===== src/dts_pkg.sv =====
// Shared types, codes and constants for the DFS topological sort core.
`timescale 1ns / 1ps

package dts_pkg;

	// Default sizes of the graph stores
	localparam int MAX_VERTICES_DEF = 64;
	localparam int MAX_EDGES_DEF    = 256;

	// Fixed port widths
	localparam int VERTEX_W = 6;
	localparam int COUNT_W  = 7;
	localparam int STATUS_W = 2;

	localparam logic [COUNT_W-1:0] COUNT_RESET = 7'd64;

	// Reply status codes
	localparam logic [STATUS_W-1:0] ST_OK    = 2'd0;
	localparam logic [STATUS_W-1:0] ST_FULL  = 2'd1;
	localparam logic [STATUS_W-1:0] ST_RANGE = 2'd2;

	// Request codes
	localparam logic REQ_ADD  = 1'b0;
	localparam logic REQ_SORT = 1'b1;

	typedef enum logic [3:0] {
		S_IDLE,
		S_LINK,
		S_REPLY,
		S_CLR,
		S_ROOT,
		S_ROOTH,
		S_VISIT,
		S_EDGE,
		S_HEAD,
		S_POP,
		S_ERD,
		S_EOUT
	} state_t;

	// Commands from the controller to the datapath
	typedef struct packed {
		logic edge_accept;
		logic edge_link;
		logic reply_load;
		logic clr;
		logic root_next;
		logic root_start;
		logic load_head;
		logic edge_read;
		logic edge_take;
		logic pop;
		logic pop_load;
		logic emit_init;
		logic emit_read;
		logic emit_load;
	} cmd_t;

	// Status from the datapath to the controller
	typedef struct packed {
		logic is_sort;
		logic edge_ok;
		logic root_done;
		logic root_seen;
		logic top_nil;
		logic descend;
		logic sp_one;
		logic idx_zero;
		logic out_free;
	} stat_t;

endpackage


===== src/dts_ctrl.sv =====
// Controller: sequences edge loads, the depth-first search and the order emission.
`timescale 1ns / 1ps

module dts_ctrl (
	input  logic           clk,
	input  logic           arst_n,
	input  logic           in_valid,
	output logic           in_stall,
	input  dts_pkg::stat_t stat,
	output dts_pkg::cmd_t  cmd
);

	dts_pkg::state_t state_q, state_d;
	logic            in_xfer;

	assign in_stall = (state_q != dts_pkg::S_IDLE);
	assign in_xfer  = in_valid && !in_stall;

	// Hold state
	always_ff @(posedge clk or negedge arst_n) begin
		if (!arst_n) begin
			state_q <= dts_pkg::S_IDLE;
		end else begin
			state_q <= state_d;
		end
	end

	// Next state
	always_comb begin
		state_d = state_q;
		unique case (state_q)
			dts_pkg::S_IDLE: begin
				if (in_xfer) begin
					if (stat.is_sort) begin
						state_d = dts_pkg::S_CLR;
					end else if (stat.edge_ok) begin
						state_d = dts_pkg::S_LINK;
					end else begin
						state_d = dts_pkg::S_REPLY;
					end
				end
			end
			dts_pkg::S_LINK:  state_d = dts_pkg::S_REPLY;
			dts_pkg::S_REPLY: begin
				if (stat.out_free) begin
					state_d = dts_pkg::S_IDLE;
				end
			end
			dts_pkg::S_CLR:   state_d = dts_pkg::S_ROOT;
			dts_pkg::S_ROOT: begin
				if (stat.root_done) begin
					state_d = dts_pkg::S_ERD;
				end else if (!stat.root_seen) begin
					state_d = dts_pkg::S_ROOTH;
				end
			end
			dts_pkg::S_ROOTH: state_d = dts_pkg::S_VISIT;
			dts_pkg::S_VISIT: begin
				if (!stat.top_nil) begin
					state_d = dts_pkg::S_EDGE;
				end else if (stat.sp_one) begin
					state_d = dts_pkg::S_ROOT;
				end else begin
					state_d = dts_pkg::S_POP;
				end
			end
			dts_pkg::S_EDGE:  state_d = stat.descend ? dts_pkg::S_HEAD : dts_pkg::S_VISIT;
			dts_pkg::S_HEAD:  state_d = dts_pkg::S_VISIT;
			dts_pkg::S_POP:   state_d = dts_pkg::S_VISIT;
			dts_pkg::S_ERD:   state_d = dts_pkg::S_EOUT;
			dts_pkg::S_EOUT: begin
				if (stat.out_free) begin
					state_d = stat.idx_zero ? dts_pkg::S_IDLE : dts_pkg::S_ERD;
				end
			end
			default: state_d = dts_pkg::S_IDLE;
		endcase
	end

	// Datapath commands
	always_comb begin
		cmd = '0;
		unique case (state_q)
			dts_pkg::S_IDLE:  cmd.edge_accept = in_xfer && !stat.is_sort;
			dts_pkg::S_LINK:  cmd.edge_link = 1'b1;
			dts_pkg::S_REPLY: cmd.reply_load = stat.out_free;
			dts_pkg::S_CLR:   cmd.clr = 1'b1;
			dts_pkg::S_ROOT: begin
				if (stat.root_done) begin
					cmd.emit_init = 1'b1;
				end else if (stat.root_seen) begin
					cmd.root_next = 1'b1;
				end else begin
					cmd.root_start = 1'b1;
				end
			end
			dts_pkg::S_ROOTH: cmd.load_head = 1'b1;
			dts_pkg::S_VISIT: begin
				if (!stat.top_nil) begin
					cmd.edge_read = 1'b1;
				end else begin
					cmd.pop       = 1'b1;
					cmd.root_next = stat.sp_one;
				end
			end
			dts_pkg::S_EDGE:  cmd.edge_take = 1'b1;
			dts_pkg::S_HEAD:  cmd.load_head = 1'b1;
			dts_pkg::S_POP:   cmd.pop_load = 1'b1;
			dts_pkg::S_ERD:   cmd.emit_read = 1'b1;
			dts_pkg::S_EOUT:  cmd.emit_load = stat.out_free;
			default: cmd = '0;
		endcase
	end

	// A sort never leaves the search with the input side open
	a_busy_stall: assert property (@(posedge clk) disable iff (!arst_n)
		(state_q == dts_pkg::S_VISIT) |-> in_stall)
		else $error("input open during search");

endmodule


===== config.mk =====
export PLATFORM = sky130hd
export DESIGN_NAME = dts_ctrl
export DESIGN_NICKNAME = d
export VERILOG_FILES = /design/src/dts_pkg.sv /design/src/dts_ctrl.sv
export SDC_FILE = /design/constraint.sdc
export NUM_CORES = 1
export LEC_CHECK = 0
export ABC_AREA = 1
export BUFFER_PORTS_ARGS = -buffer_cell sky130_fd_sc_hd__buf_4
export CORE_AREA = 2 2 39 41
export CTS_CLUSTER_SIZE = 20
export DETAILED_ROUTE_END_ITERATION = 10
export DIE_AREA = 0 0 41 43
export PLACE_DENSITY = 0.63
export SLEW_MARGIN = 10
export SYNTH_ARGS = -nofsm -noshare
export SYNTH_HDL_FRONTEND = slang
export SYNTH_SLANG_ARGS = --single-unit

===== constraint.sdc =====
create_clock -name clk -period 1.5 [get_ports clk]
set_input_delay 0.15 -clock clk [delete_from_list [all_inputs] [get_ports clk]]
set_output_delay 0.15 -clock clk [all_outputs]
set_load 0.02 [all_outputs]

==> metrics.txt <==
Area growth syn-to-layout 79.68%; cts bufs inserted 3; clock buffer depth 2; Syn Inst Count just under 90; CTS tree built; hold depth 3; Core Region 1384 um2; library cells used by synthesis 15; Post-Synth Adder-Cell Area 0%; status complete, but fails checks; Initial DRC Count 9; Leak 0.0004834 uW; simple-gate share of the synthesized area a little over half; RR Endpoint state_q[1]; total number of vias about 680; Final Cycle Share 104.6%; Crit Path Max Fanout 3; Post-Syn Area per Cell 5.318 um2; num ports 27; setup TNS -0.06905 ns; Crit Path Class reg -> out; routed len/inst 11.28 um; antenna-violating nets left 0; Initial Utilization approximately 34%; Rows 14; reg2reg start state_q[1]; Final Power 1443 uW; largest family of logic cells by synthesized area simple AND/OR/NAND/NOR gates; RSZ-0062 raised after global routing true; Die ar. between 1500 and 2000 um2; layout cells sized above 1 between 40% and 50%; first-pass GRT wire length between 2 and 2.5 mm; CP endpoint kind output port; crit path DAT between 1 and 1.5 ns; Levels on crit path 6; largest net degree at the start of global routing 8; Die Height about 43 um; Worst Setup Start Kind flip-flop; ys async rst share 100.0%; worst hold path type in -> reg; Slowest cell on crit path dfrtp_1; post-synthesis mux area share 0%; top_reg_cell synth dfrtp_1; Fin. Hold Viols 0; total clock sinks 4; final slew viol count 0; Post-synth EDFFs 0; ranking of synthesized cells by area dfrtp_1 21%, nand2_1 19%, inv_1 13%; Final WS setup -0.06905 ns; Biggest register state_q; vias in the first global route 598; Multi-input gate area ~360 um2; worst setup path end cmd[9]; Net Count, Synth 100; min Tclk post-route roughly 1.6 ns; clock latency on the worst-skew pair about 0.24 ns; I/O Buffers 26; clock skew around 0.0026 ns; maxcap violations 0; Ys Warns 0; DRC viols 0; Worst R2R Setup Slack roughly 0.17 ns; antenna cell count 0; CP delay by family, top flip-flops; Buf+Inv Stages, Crit Path 3; max FFs per register 4; register area share after synthesis about a fifth; # nets final 139; Slew Limit Headroom between 80% and 90%; Yosys top cell area share 21.39%; Storage cell area around 100 um2; All-Layer GR Usage roughly 18%; CTS clk-pin slew, worst paths around 0.040 ns; crit path cell chain inv_2 -> nand2_4 -> nor2_4 -> inv_2 -> o31ai_2 -> buf_4; total gr overflow 0; PwrDens about 1700 nW/um2; dpl hpwl about 1.1 mm; Worst-Margin Slew roughly 0.24 ns; Synth Cell Area 467.9 um2; worst endpoint required time roughly 1.4 ns; DR pass1 iterations 4; post-synthesis compound-gate area fraction 10.70%; r2r worst-path depth 8; crit-path most repeated cell inv_2; final WL roughly 1.6 mm; Hold Path Origin stat[2]; fill count approximately 140; failing checks setup timing; routability cong. approximately 0.85; top flop regs state_q: 4 flops; slowest stage delay, CP about 0.42 ns; count leader, synth nand2_1; clk root buf clkbuf_4; setup violators final 1; Synth Area in XOR/XNOR 0%; dominant cell type by area after synthesis dfrtp_1; fmax between 0.6 and 0.7 GHz; antenna violations before repair 0; CP Launch Point state_q[3]; DR vias/cell 4.787; Die W just over 40 um; register bit count reported by yosys 4; worst IR drop on VDD roughly 1.0 mV; Commonest cells post-synth 24 x nand2_1, 16 x inv_1, 15 x nor2_1, 7 x nand3_1; H-tree depth 1
timing repair:
item / CTS / global route
setup endpoints to repair: 3 / 9
gates resized for setup: 6 / 18
hold buffers: 1 / 0
endpoints found under the hold margin: 4 / 0
setup buffers: 7 / 0
pin swaps: 3 / 3
kinds of logic after synthesis:
kind of cell           Yosys count
AO/OA/AOI/OAI                    8
buffers and inverters           19
flip-flops                       4
AND/OR/NAND/NOR                 57
tightest hold or removal path: cells and delay by family:
family	cells	cell delay [ns]
buf+inv	1	0.08
compound gates	2	0.15
power breakdown:
group / switching, uW / total [uW] / internal [uW]
sequential: 73.8 / 234 / 160
clock: 46.1 / 136 / 89.6
combinational: 642 / 1070 / 432
total: 762 / 1440 / 681
per-stage QoR:
| step | util, % | setup slack [ns] | instance area [um2] | hold slack (ns) | std cells |
|---|---|---|---|---|---|
| floorplan | - | 0.01839 | 467.9 | -0.1456 | 88 |
| global placement | 49.37 | 0.1164 | 683.2 | -0.05298 | 130 |
| CTS | 56.42 | -0.02953 | 780.7 | 0.1971 | 141 |
| detailed placement | 49.37 | 0.09684 | 683.2 | -0.05375 | 130 |
| global route | 60.76 | -0.1173 | 840.8 | 0.2075 | 141 |
| finish | 60.76 | -0.06905 | 840.8 | 0.1889 | 141 |
metal layers:
layer | up-vias | track usage (%) | part of all wire, %
li1 | 348 | - | -
met1 | 301 | 22.22 | 41
met2 | 23 | 31.25 | 54
met3 | 3 | 1.571 | 4.4
met4 | 0 | 8.000 | 0.82
met5 | - | 0 | 0
layout by cell type, fill, tap and decap left out:
cell type / instances
nor2_2: 4
o21ai_2: 1
o2111ai_1: 1
dfrtp_2: 2
nor2_1: 10
dlygate4sd3_1: 1
dfrtp_1: 2
buf_6: 2
inv_1: 14
inv_2: 5
o21ai_0: 3
buf_4: 31
nand3_1: 7
nor2_4: 5
o31ai_2: 1
nor3_1: 3
nand2_1: 20
nand4_1: 3
nand2_4: 2
o21ai_1: 2
nand2_2: 3
clkbuf_4: 3
worst min-delay path by stage:
stage / slack [ns] / to
floorplan: -0.15 / state_q[0]
global placement: -0.05 / state_q[1]
detailed placement: -0.05 / state_q[1]
CTS: 0.20 / state_q[2]
global route: 0.21 / state_q[2]
finish: 0.19 / state_q[2]
layout make-up:
cell class / instances / area share (%)
timing repair buffer: 34 / 31.55
tap: 16 / 2.381
inverter: 19 / 8.482
sequential: 4 / 12.20
multi-input combinational: 65 / 42.71
clock buffer: 3 / 2.679
(Power assumes the default switching activity.)
